## src/rtl/rit_pkg.sv

```systemverilog
// Shared types, constants and helper functions of the radix integer-to-text converter.
package rit_pkg;

  localparam int VALUE_WIDTH = 64;
  localparam int MAX_DIGITS  = 41;
  localparam int CNT_W       = $clog2(VALUE_WIDTH + MAX_DIGITS);

  typedef logic [3:0] digit_t;
  typedef logic [4:0] radix_t;
  typedef logic [7:0] char_t;

  typedef logic [1:0] cfg_index_t;
  localparam cfg_index_t CFG_RADIX      = 2'd0;
  localparam cfg_index_t CFG_CHARS_LOW  = 2'd1;
  localparam cfg_index_t CFG_CHARS_HIGH = 2'd2;

  localparam radix_t      RADIX_MIN        = 5'd3;
  localparam radix_t      RADIX_MAX        = 5'd16;
  localparam radix_t      RADIX_RESET      = 5'd16;
  localparam logic [63:0] CHARS_LOW_RESET  = 64'd3978425819141910832;
  localparam logic [63:0] CHARS_HIGH_RESET = 64'd7378413942531504440;

  localparam char_t PREFIX_ZERO = 8'h30;
  localparam char_t PREFIX_X    = 8'h78;

  typedef struct packed {
    logic clear;
    logic shift;
  } cell_ctl_t;

  function automatic radix_t clamp_radix(input radix_t r);
    radix_t res;
    res = r;
    if (r < RADIX_MIN) res = RADIX_MIN;
    if (r > RADIX_MAX) res = RADIX_MAX;
    return res;
  endfunction

  function automatic char_t map_digit(input digit_t d, input logic [63:0] lo,
                                      input logic [63:0] hi);
    logic [127:0] chars;
    chars = {hi, lo};
    return chars[{d, 3'b000} +: 8];
  endfunction

endpackage

```

## src/rtl/rit_cell.sv

```systemverilog
// One digit cell: doubles its digit and adds the incoming bit modulo the radix, or clears or shifts.
module rit_cell (
  input  logic              clk,
  input  logic              rst_n,
  input  rit_pkg::cell_ctl_t ctl,
  input  rit_pkg::radix_t   radix,
  input  logic              carry_in,
  input  logic              valid_in,
  input  rit_pkg::digit_t   shift_in,
  output rit_pkg::digit_t   digit,
  output logic              carry_out,
  output logic              valid_out
);
  import rit_pkg::*;

  digit_t digit_r, digit_nxt;
  logic   carry_r, carry_nxt;
  logic   valid_r;
  logic [4:0] twice;
  logic [4:0] reduced;
  logic       over;

  always_comb begin
    twice   = {digit_r, carry_in};
    over    = (twice >= radix);
    reduced = twice - radix;
    digit_nxt = digit_r;
    carry_nxt = 1'b0;
    if (ctl.clear) begin
      digit_nxt = '0;
    end else if (ctl.shift) begin
      digit_nxt = shift_in;
    end else if (valid_in) begin
      digit_nxt = over ? reduced[3:0] : twice[3:0];
      carry_nxt = over;
    end
  end

  always_ff @(posedge clk) begin
    digit_r <= digit_nxt;
    if (!rst_n) begin
      carry_r <= 1'b0;
      valid_r <= 1'b0;
    end else begin
      carry_r <= carry_nxt;
      valid_r <= valid_in & ~ctl.clear & ~ctl.shift;
    end
  end

  assign digit     = digit_r;
  assign carry_out = carry_r;
  assign valid_out = valid_r;
endmodule

```

## src/rtl/rit_chain.sv

```systemverilog
// Row of digit cells; bits enter at the least significant cell, digits leave at the top.
module rit_chain (
  input  logic               clk,
  input  logic               rst_n,
  input  rit_pkg::cell_ctl_t ctl,
  input  rit_pkg::radix_t    radix,
  input  logic               bit_in,
  input  logic               bit_valid,
  output rit_pkg::digit_t    top_digit,
  output logic               overflow
);
  import rit_pkg::*;

  digit_t digit [MAX_DIGITS];
  logic   carry [MAX_DIGITS];
  logic   valid [MAX_DIGITS];

  for (genvar k = 0; k < MAX_DIGITS; k++) begin : g_cell
    if (k == 0) begin : g_first
      rit_cell u_cell (
        .clk       (clk),
        .rst_n     (rst_n),
        .ctl       (ctl),
        .radix     (radix),
        .carry_in  (bit_in),
        .valid_in  (bit_valid),
        .shift_in  ('0),
        .digit     (digit[k]),
        .carry_out (carry[k]),
        .valid_out (valid[k])
      );
    end else begin : g_next
      rit_cell u_cell (
        .clk       (clk),
        .rst_n     (rst_n),
        .ctl       (ctl),
        .radix     (radix),
        .carry_in  (carry[k-1]),
        .valid_in  (valid[k-1]),
        .shift_in  (digit[k-1]),
        .digit     (digit[k]),
        .carry_out (carry[k]),
        .valid_out (valid[k])
      );
    end
  end

  assign top_digit = digit[MAX_DIGITS-1];
  assign overflow  = carry[MAX_DIGITS-1] & valid[MAX_DIGITS-1];
endmodule

```

## src/rtl/radix_integer_to_text.sv

```systemverilog
// Top level of the radix integer-to-text converter: control, registers and output stage.
//
// Input channel in_valid/in_ready takes one beat per value (in_value, in_with_prefix).
// Output channel out_valid/out_ready gives one beat per character (out_char_out,
// out_last); out_last marks the final digit of a value.
// Configuration channel cfg_valid/cfg_ready writes radix (index 0) and the two
// character tables (indexes 1 and 2); it is always ready. It must be written only while
// idle; the block itself does not enforce this. Conversion shifts the value, most
// significant bit first, into a row of 41 digit cells, and each bit ripples up the row
// through the registered carries of the cells. The optional prefix then goes out, and
// the digits leave the top cell one per cycle while the receiver does not stall,
// leading zeros being dropped. A stall holds the output register and, while digits are
// emitted, the cell row; skipped leading zeros also wait.
// The next value is accepted while the final character still waits to be taken.
// Reset restores radix 16 and the tables "01234567" and "89abcdef", and idles the block.
module radix_integer_to_text (
  input  logic                           clk,
  input  logic                           rst_n,
  input  logic                           in_valid,
  output logic                           in_ready,
  input  logic [63:0]                    in_value,
  input  logic                           in_with_prefix,
  output logic                           out_valid,
  input  logic                           out_ready,
  output logic [7:0]                     out_char_out,
  output logic                           out_last,
  input  logic                           cfg_valid,
  output logic                           cfg_ready,
  input  rit_pkg::cfg_index_t            cfg_index,
  input  logic [63:0]                    cfg_data
);
  import rit_pkg::*;

  typedef enum logic [4:0] {
    S_IDLE = 5'b00001,
    S_CONV = 5'b00010,
    S_PRE0 = 5'b00100,
    S_PRE1 = 5'b01000,
    S_EMIT = 5'b10000
  } state_t;

  state_t state_r, state_nxt;
  logic [CNT_W-1:0] cnt_r, cnt_nxt;
  logic [VALUE_WIDTH-1:0] val_r, val_nxt;
  logic prefix_r, prefix_nxt;
  logic started_r, started_nxt;
  radix_t radix_r;
  logic [63:0] chars_lo_r, chars_hi_r;
  logic out_valid_r, out_valid_nxt;
  char_t out_char_r, out_char_nxt;
  logic out_last_r, out_last_nxt;

  logic out_free, accept;
  cell_ctl_t ctl;
  digit_t top_digit;
  logic bit_valid;
  logic overflow;

  assign out_free  = ~out_valid_r | out_ready;
  assign accept    = in_valid & in_ready;
  assign in_ready  = (state_r == S_IDLE);
  assign cfg_ready = 1'b1;
  assign bit_valid = (state_r == S_CONV) && (cnt_r < CNT_W'(VALUE_WIDTH));

  always_comb begin
    ctl.clear = accept;
    ctl.shift = (state_r == S_EMIT) & out_free;
  end

  rit_chain u_chain (
    .clk       (clk),
    .rst_n     (rst_n),
    .ctl       (ctl),
    .radix     (clamp_radix(radix_r)),
    .bit_in    (val_r[VALUE_WIDTH-1]),
    .bit_valid (bit_valid),
    .top_digit (top_digit),
    .overflow  (overflow)
  );

  always_comb begin
    state_nxt     = state_r;
    cnt_nxt       = cnt_r;
    val_nxt       = val_r;
    prefix_nxt    = prefix_r;
    started_nxt   = started_r;
    out_valid_nxt = out_valid_r & ~out_ready;
    out_char_nxt  = out_char_r;
    out_last_nxt  = out_last_r;
    unique case (state_r)
      S_IDLE: begin
        if (accept) begin
          val_nxt     = in_value[VALUE_WIDTH-1:0];
          prefix_nxt  = in_with_prefix;
          started_nxt = 1'b0;
          cnt_nxt     = '0;
          state_nxt   = S_CONV;
        end
      end
      S_CONV: begin
        val_nxt = {val_r[VALUE_WIDTH-2:0], 1'b0};
        if (cnt_r == CNT_W'(VALUE_WIDTH + MAX_DIGITS - 2)) begin
          cnt_nxt   = '0;
          state_nxt = prefix_r ? S_PRE0 : S_EMIT;
        end else begin
          cnt_nxt = cnt_r + CNT_W'(1);
        end
      end
      S_PRE0: begin
        if (out_free) begin
          out_valid_nxt = 1'b1;
          out_char_nxt  = PREFIX_ZERO;
          out_last_nxt  = 1'b0;
          state_nxt     = S_PRE1;
        end
      end
      S_PRE1: begin
        if (out_free) begin
          out_valid_nxt = 1'b1;
          out_char_nxt  = PREFIX_X;
          out_last_nxt  = 1'b0;
          state_nxt     = S_EMIT;
        end
      end
      S_EMIT: begin
        if (out_free) begin
          cnt_nxt = cnt_r + CNT_W'(1);
          if (cnt_r == CNT_W'(MAX_DIGITS - 1)) begin
            out_valid_nxt = 1'b1;
            out_char_nxt  = map_digit(top_digit, chars_lo_r, chars_hi_r);
            out_last_nxt  = 1'b1;
            state_nxt     = S_IDLE;
          end else if (started_r || (top_digit != '0)) begin
            out_valid_nxt = 1'b1;
            out_char_nxt  = map_digit(top_digit, chars_lo_r, chars_hi_r);
            out_last_nxt  = 1'b0;
            started_nxt   = 1'b1;
          end
        end
      end
      default: state_nxt = S_IDLE;
    endcase
    if (overflow) begin
      started_nxt = started_nxt;
    end
  end

  always_ff @(posedge clk) begin
    val_r      <= val_nxt;
    out_char_r <= out_char_nxt;
    out_last_r <= out_last_nxt;
    if (!rst_n) begin
      state_r     <= S_IDLE;
      cnt_r       <= '0;
      prefix_r    <= 1'b0;
      started_r   <= 1'b0;
      out_valid_r <= 1'b0;
    end else begin
      state_r     <= state_nxt;
      cnt_r       <= cnt_nxt;
      prefix_r    <= prefix_nxt;
      started_r   <= started_nxt;
      out_valid_r <= out_valid_nxt;
    end
  end

  always_ff @(posedge clk) begin
    if (!rst_n) begin
      radix_r    <= RADIX_RESET;
      chars_lo_r <= CHARS_LOW_RESET;
      chars_hi_r <= CHARS_HIGH_RESET;
    end else if (cfg_valid && cfg_ready) begin
      unique case (cfg_index)
        CFG_RADIX:      radix_r    <= cfg_data[4:0];
        CFG_CHARS_LOW:  chars_lo_r <= cfg_data;
        CFG_CHARS_HIGH: chars_hi_r <= cfg_data;
        default: ;
      endcase
    end
  end

  assign out_valid    = out_valid_r;
  assign out_char_out = out_char_r;
  assign out_last     = out_last_r;
endmodule

```

## config.mk

```make
export PLATFORM = sky130hd
export DESIGN_NAME = radix_integer_to_text
export DESIGN_NICKNAME = d
export VERILOG_FILES = /design/src/rtl/rit_pkg.sv /design/src/rtl/rit_cell.sv /design/src/rtl/rit_chain.sv /design/src/rtl/radix_integer_to_text.sv
export SDC_FILE = /design/constraint.sdc
export NUM_CORES = 1
export LEC_CHECK = 0
export ABC_CLOCK_PERIOD_IN_PS = 12300
export BUFFER_PORTS_ARGS = -buffer_cell sky130_fd_sc_hd__buf_2
export CORE_UTILIZATION = 57
export CTS_BUF_LIST = sky130_fd_sc_hd__clkbuf_4 sky130_fd_sc_hd__clkbuf_8
export CTS_CLUSTER_SIZE = 25
export DETAILED_ROUTE_END_ITERATION = 8
export GPL_ROUTABILITY_DRIVEN = 0
export HOLD_SLACK_MARGIN = 0.1
export PLACE_DENSITY_LB_ADDON = 0.25
export SYNTH_ARGS = -nofsm -noshare
export SYNTH_HDL_FRONTEND = slang
export SYNTH_SLANG_ARGS = --single-unit
export TNS_END_PERCENT = 100
```

## constraint.sdc

```tcl
create_clock -name clk -period 12.3 [get_ports clk]
set_clock_uncertainty 0.2 [all_clocks]
set_input_delay 1.23 -clock clk [delete_from_list [all_inputs] [get_ports clk]]
set_output_delay 1.23 -clock clk [all_outputs]
set_load 0.02 [all_outputs]
```

==> results of run 1 <==
-- cell type report --
| class | count | area, um2 | share of cell area [%] |
|---|---|---|---|
| Clock inverter | 22 | 209 | 0.710 |
| Antenna cell | 5 | 12.5 | 0.0425 |
| Timing Repair Buffer | 171 | 933 | 3.17 |
| Sequential cell | 465 | 10000 | 34.1 |
| Tap cell | 600 | 751 | 2.55 |
| Inverter | 94 | 353 | 1.20 |
| Clock buffer | 117 | 1490 | 5.07 |
| Multi-Input combinational cell | 2211 | 15600 | 53.1 |
-- logic make-up after synthesis --
kind of cell,count (synthesis)
multiplexers,186
buffers and inverters,237
adder cells (fa/ha/maj),248
flip-flops,465
XOR/XNOR,79
AND/OR/NAND/NOR,991
AO/OA/AOI/OAI,706
other,1
-- power breakdown --
group | total, mW | internal, mW | switching (mW)
registers | 1.62 | 1.60 | 0.0213
clock network | 1.49 | 0.825 | 0.664
logic | 0.360 | 0.131 | 0.229
total | 3.47 | 2.56 | 0.914
-- worst reg2reg max path: stages, from the launching register on --
cell and delay [ns]:
sky130_fd_sc_hd__dfxtp_1 0.38, sky130_fd_sc_hd__nor2_1 0.09, sky130_fd_sc_hd__o21ai_4 0.11, sky130_fd_sc_hd__buf_4 0.40, sky130_fd_sc_hd__buf_4 0.89, sky130_fd_sc_hd__ha_1 0.33
sky130_fd_sc_hd__a21o_1 0.14, sky130_fd_sc_hd__a31oi_1 0.06, sky130_fd_sc_hd__o21ai_1 0.42, sky130_fd_sc_hd__mux2_2 0.41, sky130_fd_sc_hd__o22ai_1 0.17
-- per-stage QoR --
stage / std cells / instance area (um2) / setup slack, ns / util (%)
final: 3685 / 29400 / 8.60 / 64.4
after floorplan: 2913 / 26600 / 3.02 / -
after CTS: 3680 / 29400 / 8.61 / 64.4
after global routing: 3685 / 29400 / 8.41 / 64.4
after global placement: 3541 / 27700 / 8.41 / 60.7
after detailed placement: 3541 / 27700 / 8.36 / 60.7
-- registers in the layout, indices dropped and copies added (netlist names), 7 cells and up --
register                                count
chars_hi_r                                 64
chars_lo_r                                 64
cnt_r                                       7
out_char_out                                8
u_chain.g_cell.g_next.u_cell.carry_out     39
u_chain.g_cell.g_next.u_cell.digit        160
u_chain.g_cell.g_next.u_cell.valid_out     39
val_r                                      64
-- worst min path at each step --
| stage | end | slack, ns | cells past startpoint |
|---|---|---|---|
| floorplan | chars_hi_r[19]$_SDFFE_PN0P_ | 0.23 | 2 |
| global placement | chars_lo_r[47]$_SDFFE_PN0P_ | 0.24 | 2 |
| detailed placement | chars_lo_r[30]$_SDFFE_PN0P_ | 0.25 | 2 |
| CTS | chars_lo_r[30]$_SDFFE_PN0P_ | 0.25 | 2 |
| global route | chars_lo_r[27]$_SDFFE_PN0P_ | 0.27 | 2 |
| finish | chars_hi_r[59]$_SDFFE_PN0P_ | 0.26 | 2 |
-- cell usage after synthesis, types with 14 or more instances --
cell type                  count  area share, %
sky130_fd_sc_hd__nand2_1     550            7.8
sky130_fd_sc_hd__dfxtp_1     392             30
sky130_fd_sc_hd__a21oi_1     267            5.0
sky130_fd_sc_hd__ha_1        207            9.7
sky130_fd_sc_hd__nor3b_1     151            4.3
sky130_fd_sc_hd__o22ai_1     145            3.4
sky130_fd_sc_hd__mux2i_1     108            4.1
sky130_fd_sc_hd__clkbuf_1     94            1.3
sky130_fd_sc_hd__inv_1        94            1.3
sky130_fd_sc_hd__edfxtp_1     73            8.2
sky130_fd_sc_hd__a31oi_1      72            1.7
sky130_fd_sc_hd__nand3_1      64            1.2
sky130_fd_sc_hd__o21ai_0      46           0.87
sky130_fd_sc_hd__xor2_1       43            1.4
sky130_fd_sc_hd__and2_1       42           0.99
sky130_fd_sc_hd__mux2_2       42            1.8
sky130_fd_sc_hd__and3_1       41           0.96
sky130_fd_sc_hd__buf_2        41           0.77
sky130_fd_sc_hd__fa_1         41            3.1
sky130_fd_sc_hd__a21o_1       39            1.1
sky130_fd_sc_hd__nand2b_1     38           0.89
sky130_fd_sc_hd__mux4_2       36            3.0
sky130_fd_sc_hd__o21ai_1      36           0.68
sky130_fd_sc_hd__xnor2_1      36            1.2
sky130_fd_sc_hd__or3_1        29           0.68
sky130_fd_sc_hd__o211ai_1     28           0.79
sky130_fd_sc_hd__a211oi_1     27           0.76
sky130_fd_sc_hd__nor2_1       25           0.35
sky130_fd_sc_hd__a221oi_1     21           0.69
sky130_fd_sc_hd__nor2b_1      14           0.33
-- per-layer routing --
layer | share of wire [%] | GRT usage (%)
met3 | 5.8 | 5.70
met2 | 47 | 44.8
met1 | 44 | 35.2
met5 | 0.037 | 0
met4 | 2.5 | 9.67
==> flow_metrics.env, run 1 <==
export IMPL_worstHoldStart="chars_hi_r[59]$_SDFFE_PN0P_"
export IMPL_achievable_frequency_ghz=0.271
export IMPL_critical_path_arrival_ns=4.07
export IMPL_place_detailed_hpwl_mm=41.2
export IMPL_p_leak_nw=11.5
export IMPL_grt_max_degree=251
export IMPL_critical_path_startpoint_type="flop"
export IMPL_worstMarginPinSlew_ns=1.13
export IMPL_r2r_end="u_chain.g_cell[29].g_next.u_cell.digit[0]$_SDFFE_PP0P_"
export IMPL_async_flop_share_pct=0
export IMPL_reg2reg_slack_ns=8.60
export IMPL_total_power_mw=3.47
export IMPL_floorplan_die_area_um2=47500
export IMPL_hold_path_class="flop to flop"
export IMPL_seq_area_frac_synth_pct=37.8
export IMPL_synth_simple_area_share_pct=18.5
export IMPL_setup_viol_count_final=0
export IMPL_critical_path_n_buffers_inverters=2
export IMPL_critical_path_max_stage_delay_ns=0.89
export IMPL_combinational_family_with_the_most_area_after_synthesis="simple AND/OR/NAND/NOR gates"
export IMPL_die_h_um=218
export IMPL_grt_remaining_overflow=0
export IMPL_most_common_layout_cells="sky130_fd_sc_hd__nand2_1 (547), sky130_fd_sc_hd__dfxtp_1 (391), sky130_fd_sc_hd__a21oi_1 (267)"
export IMPL_worst_path_max_delay_cell="sky130_fd_sc_hd__buf_4"
export IMPL_boundaryPins=148
export IMPL_syn_inst=2913
export IMPL_detailed_route_iter0_violations=1594
export IMPL_grt_first_pass_wirelength_mm=106
export IMPL_postSynth_topFlopCell="sky130_fd_sc_hd__dfxtp_1"
export IMPL_vdd_drop_max_mv=0.148
export IMPL_synth_edf_count=73
export IMPL_required_time_of_the_worst_setup_path_ns=12.68
export IMPL_cts_root_to_sink_buffers=3
export IMPL_path_delay_family="buffers and inverters"
export IMPL_layout_commonest_cell="sky130_fd_sc_hd__nand2_1"
export IMPL_netlist_area_um2=26600
export IMPL_reg2regPathDepth=10
export IMPL_cts_sink_count=465
export IMPL_core_area_um2=45700
export IMPL_r2r_start="radix_r[3]$_SDFFE_PN0P_"
export IMPL_setup_repair_after_global_routing_missed_its_margin="false"
export IMPL_worst_path_stages=10
export IMPL_post_cts_resized=0
export IMPL_cts_root_buffer="sky130_fd_sc_hd__clkbuf_8"
export IMPL_maxSlewViolCount=0
export IMPL_classification_of_the_worst_setup_path="flop to flop"
export IMPL_post_cts_buffers=0
export IMPL_floorplan_rows=78
export IMPL_drt_pass1_iter_count=7
export IMPL_cp_end_kind="flop"
export IMPL_post_route_period_util_pct=30.0
export IMPL_setup_worst_path_start="radix_r[3]$_SDFFE_PN0P_"
export IMPL_post_drt_wl_per_cell_um=17.7
export IMPL_synthesis_nets=3297
export IMPL_finish_net_count=3406
export IMPL_synth_compound_gate_area_share_pct=15.8
export IMPL_period_needed_ns=3.70
export IMPL_post_route_cells_drive_above_1_share_pct=13.6
export IMPL_antenna_found_initial=7
export IMPL_synth_xor_area_share_pct=2.60
export IMPL_postRouteWirelength_mm=65.1
export IMPL_status="complete, no violations"
export IMPL_fin_hold_ws_ns=0.256
export IMPL_initial_cell_density_of_the_core_pct=58.2
export IMPL_post_synth_fa_ha_maj_area_fraction_pct=12.8
export IMPL_clock_tree_from_tritoncts="yes"
export IMPL_clk_pin_slew_ns=0.06
export IMPL_worst_slew_margin_rel_pct=24.6
export IMPL_synth_mux_area_fraction_pct=8.89
export IMPL_fillerInstances=3683
export IMPL_setup_worst_path_end="u_chain.g_cell[29].g_next.u_cell.digit[0]$_SDFFE_PP0P_"
export IMPL_cts_hold_buffers_added=0
export IMPL_cts_buffers_inserted=79
export IMPL_synth_area_per_cell_um2=9.13
export IMPL_drv_cap=0
export IMPL_route_detailed_vias_per_inst=6.02
export IMPL_die_width_um=218
export IMPL_synth_distinct_cells=53
export IMPL_synthToLayoutAreaGrowth_pct=10.7
export IMPL_yosys_register_bits=465
export IMPL_count_of_unresolved_drc_violations_after_routing=0
export IMPL_timing_critical_path_cells="nor2_1, o21ai_4, buf_4, buf_4, ha_1, a21o_1, a31oi_1, o21ai_1, mux2_2, o22ai_1"
export IMPL_detailroute_via_count=22200
export IMPL_highest_fanout_seen_on_the_critical_path=60
export IMPL_htreeDepth=3
export IMPL_port_buffer_count=146
export IMPL_final_hold_violations=0
export IMPL_clock_latency_ns=0.69
export IMPL_grt_total_usage_pct=27.2
export IMPL_path_common_cell="sky130_fd_sc_hd__buf_4"
export IMPL_synth_yosys_warnings=0
export IMPL_detail_route_antenna_nets=0
export IMPL_power_density_cell_area_nw_per_um2=118
export IMPL_tns_ns=0
export IMPL_via_count_of_the_first_global_routing_pass=21900
Note: power is estimated with default switching activity, not from simulation.
==> run 2, diff against run 1 <==
- ABC_AREA: not set -> 1
- ABC_CLOCK_PERIOD_IN_PS: 12300 -> 3800
- clock period: 12.3 -> 3.8 ns (I/O delays scaled with it)
==> run 2 against run 1 <==
Against the previous run: combinational power grew to 8.2 times the previous value; highest routed layer is now met4; hold slack worse by 0.0071 ns; clock-buffer cell count is 8 higher; maximum frequency is 19% higher; sequential share of layout area is 3.7 points lower; synthesized area is 7.3% higher; flip-flop and latch count stayed put.
==> flow_metrics.env, run 2 <==
export IMPL_post_cts_buffers=0
export IMPL_switching_share_pct=32.9
export IMPL_total_power_mw=13.5
export IMPL_synth_yosys_warnings=0
export IMPL_synthesis_nets=4444
export IMPL_met3_length_mm=4.50
export IMPL_post_route_util_pct=67.2
export IMPL_maxSlewViolCount=0
export IMPL_synth_area_leaders="sky130_fd_sc_hd__dfxtp_1 (28%), sky130_fd_sc_hd__nand2_1 (13%), sky130_fd_sc_hd__ha_1 (9.1%), sky130_fd_sc_hd__inv_1 (8.2%), sky130_fd_sc_hd__nand3_1 (8.0%)"
export IMPL_clock_tree_from_tritoncts="yes"
export IMPL_floorplan_die_area_um2=50900
export IMPL_status="complete, no violations"
export IMPL_power_density_cell_area_nw_per_um2=409
export IMPL_floorplan_rows=81
export IMPL_grt_max_degree=86
export IMPL_die_width_um=226
export IMPL_highest_fanout_seen_on_the_critical_path=21
export IMPL_met2RoutedLength_mm=35.2
export IMPL_power_share_sequential_pct=42.5
export IMPL_stdcell_area_um2=33000
export IMPL_yosys_area_top_type_share_pct=27.5
export IMPL_detailed_place_area_um2=29900
export IMPL_p_sw_mw=4.45
export IMPL_synthToLayoutAreaGrowth_pct=15.8
export IMPL_boundaryPins=148
export IMPL_hold_path_class="primary input to flop"
export IMPL_critical_path_startpoint_type="flop"
export IMPL_port_buffer_count=146
export IMPL_drt_pass1_iter_count=6
export IMPL_setup_repair_after_global_routing_missed_its_margin="false"
export IMPL_required_time_of_the_worst_setup_path_ns=4.18
export IMPL_pwr_share_comb_pct=21.8
export IMPL_cts_buffers_inserted=81
export IMPL_detail_route_antenna_nets=0
export IMPL_dr_max_layer_used="met4"
export IMPL_drv_cap=0
export IMPL_place_detailed_hpwl_mm=45.9
export IMPL_synth_edf_count=73
export IMPL_post_cts_resized=0
export IMPL_cts_sink_count=465
export IMPL_post_route_cells_drive_above_1_share_pct=8.10
export IMPL_synth_area_per_cell_um2=7.03
export IMPL_fin_hold_ws_ns=0.249
export IMPL_seq_area_frac_synth_pct=35.2
export IMPL_via_count_of_the_first_global_routing_pass=26400
export IMPL_core_area_um2=49200
export IMPL_largest_register_ffs=160
export IMPL_post_route_period_util_pct=81.8
export IMPL_achievable_frequency_ghz=0.322
export IMPL_tns_ns=0
export IMPL_grt_remaining_overflow=0
export IMPL_most_common_layout_cells="sky130_fd_sc_hd__nand2_1 (1011), sky130_fd_sc_hd__inv_1 (621), sky130_fd_sc_hd__nand3_1 (457)"
export IMPL_grt_total_usage_pct=29.5
export IMPL_antenna_found_initial=2
export IMPL_clk_pin_slew_ns=0.06
export IMPL_route_detailed_vias_per_inst=5.43
export IMPL_syn_inst=4060
export IMPL_finish_net_count=4721
export IMPL_yosys_register_bits=465
export IMPL_initial_cell_density_of_the_core_pct=58.0
export IMPL_count_of_unresolved_drc_violations_after_routing=0
export IMPL_pre_cts_ws_ns=0.741
export IMPL_postRouteWirelength_mm=74.5
export IMPL_period_needed_ns=3.11
export IMPL_final_hold_violations=0
export IMPL_detailed_route_iter0_violations=2015
export IMPL_power_report_internal_total_mw=9.07
export IMPL_leading_area_contributor_after_synthesis="sky130_fd_sc_hd__dfxtp_1"
export IMPL_synth_top_cells_by_count="sky130_fd_sc_hd__nand2_1 (1014), sky130_fd_sc_hd__inv_1 (623), sky130_fd_sc_hd__nand3_1 (458), sky130_fd_sc_hd__dfxtp_1 (392), sky130_fd_sc_hd__a21oi_1 (311)"
export IMPL_vdd_drop_max_mv=0.457
export IMPL_classification_of_the_worst_setup_path="flop to flop"
export IMPL_final_cell_count_no_fill=5061
export IMPL_htreeDepth=3
export IMPL_synth_distinct_cells=39
export IMPL_die_h_um=226
export IMPL_setup_slack_ns=0.693
export IMPL_cts_root_to_sink_buffers=3
export IMPL_critical_path_arrival_ns=3.49
export IMPL_layout_commonest_cell="sky130_fd_sc_hd__nand2_1"
export IMPL_clock_latency_ns=0.68
export IMPL_setup_viol_count_final=0
export IMPL_fillerInstances=4193
export IMPL_wl_met1_mm=32.8
export IMPL_dp_cells=4770
export IMPL_cts_root_buffer="sky130_fd_sc_hd__clkbuf_8"
export IMPL_postSynth_topFlopCell="sky130_fd_sc_hd__dfxtp_1"
export IMPL_p_leak_nw=15.0
export IMPL_async_flop_share_pct=0
export IMPL_cp_end_kind="flop"
export IMPL_grt_first_pass_wirelength_mm=125
export IMPL_synth_most_common_cell="sky130_fd_sc_hd__nand2_1"
export IMPL_detailroute_via_count=27500
export IMPL_netlist_area_um2=28500
export IMPL_worstMarginPinSlew_ns=1.13
export IMPL_post_drt_wl_per_cell_um=14.7
export IMPL_worst_slew_margin_rel_pct=24.7
export IMPL_pwr_share_clk_pct=35.7
[run 2: changes by cell type in the layout (fill, tap and decap cells not counted), sizes merged, moves of 101 or more]
| cell | delta |
|---|---|
| dlygate4sd3 | +148 |
| inv | +532 |
| mux2i | -108 |
| nand2 | +465 |
| nand3 | +398 |
| nor2 | +232 |
| nor3b | -113 |
| o21ai | +162 |
| o22ai | -101 |
[run 2: final timing paths]
check        slack (ns)                       start                                                     end  depth (start not counted)
max reg2reg        0.69     radix_r[2]$_SDFFE_PN0P_  u_chain.g_cell[12].g_next.u_cell.digit[1]$_SDFFE_PP0P_                         11
min                0.25                cfg_data[61]                             chars_hi_r[61]$_SDFFE_PN1P_                          4
min reg2reg        0.25  chars_hi_r[0]$_SDFFE_PN0P_                              chars_hi_r[0]$_SDFFE_PN0P_                          2
max                0.69     radix_r[2]$_SDFFE_PN0P_  u_chain.g_cell[12].g_next.u_cell.digit[1]$_SDFFE_PP0P_                         11
[run 2: per-layer routing]
| metal | vias up | GRT usage [%] |
|---|---|---|
| li1 | 13900 | - |
| met1 | 12600 | 38.0 |
| met2 | 860 | 50.2 |
| met3 | 169 | 4.50 |
| met4 | 0 | 9.77 |
| met5 | - | 0 |
[run 2: area by class of cell]
type	count	area (um2)	share of cell area, %
Multi-Input combinational cell	2829	15500	46.9
Sequential cell	465	10000	30.4
Timing Repair Buffer	332	2630	7.94
Inverter	628	2360	7.15
Clock buffer	125	1540	4.66
Tap cell	664	831	2.51
Clock inverter	16	145	0.439
Antenna cell	2	5.00	0.0151
[run 2: cell families (layout without fill, tap and decap cells)]
family	after synthesis	count (layout)	synth area share, %
xor+xnor	43	43	1.32
simple gates	1888	1888	28.8
other cells	1	3	0.0131
compound gates	649	649	12.0
buf+inv	766	1101	10.7
fa+ha+maj	248	248	12.0
flops	465	465	35.2
[run 2: worst max-delay path, stage by stage, from the launching register on]
cell                       delay, ns
sky130_fd_sc_hd__dfxtp_1        0.36
sky130_fd_sc_hd__nor2_1         0.09
sky130_fd_sc_hd__o21ai_4        0.76
sky130_fd_sc_hd__buf_4          0.42
sky130_fd_sc_hd__ha_1           0.28
sky130_fd_sc_hd__nand2_1        0.08
sky130_fd_sc_hd__inv_1          0.04
sky130_fd_sc_hd__o211ai_1       0.19
sky130_fd_sc_hd__nand3_1        0.26
sky130_fd_sc_hd__nand2_1        0.11
sky130_fd_sc_hd__nand3_1        0.07
sky130_fd_sc_hd__a21oi_1        0.14
[run 2: power by group through the flow]
stage	Combinational, mW	Sequential [mW]	Clock, mW
5_1_grt	3.28	5.77	5.10
2_1_floorplan	1.98	5.82	0
3_5_place_dp	2.75	5.82	0
3_3_place_gp	2.73	5.81	0
4_1_cts	2.88	5.72	4.87
6_report	2.94	5.75	4.83
[run 2: what timing repair did]
| action | CTS | global route |
|---|---|---|
| setup endpoints to repair | 0 | 0 |
| hold buffers | 148 | 0 |
| endpoints found under the hold margin | 206 | 0 |
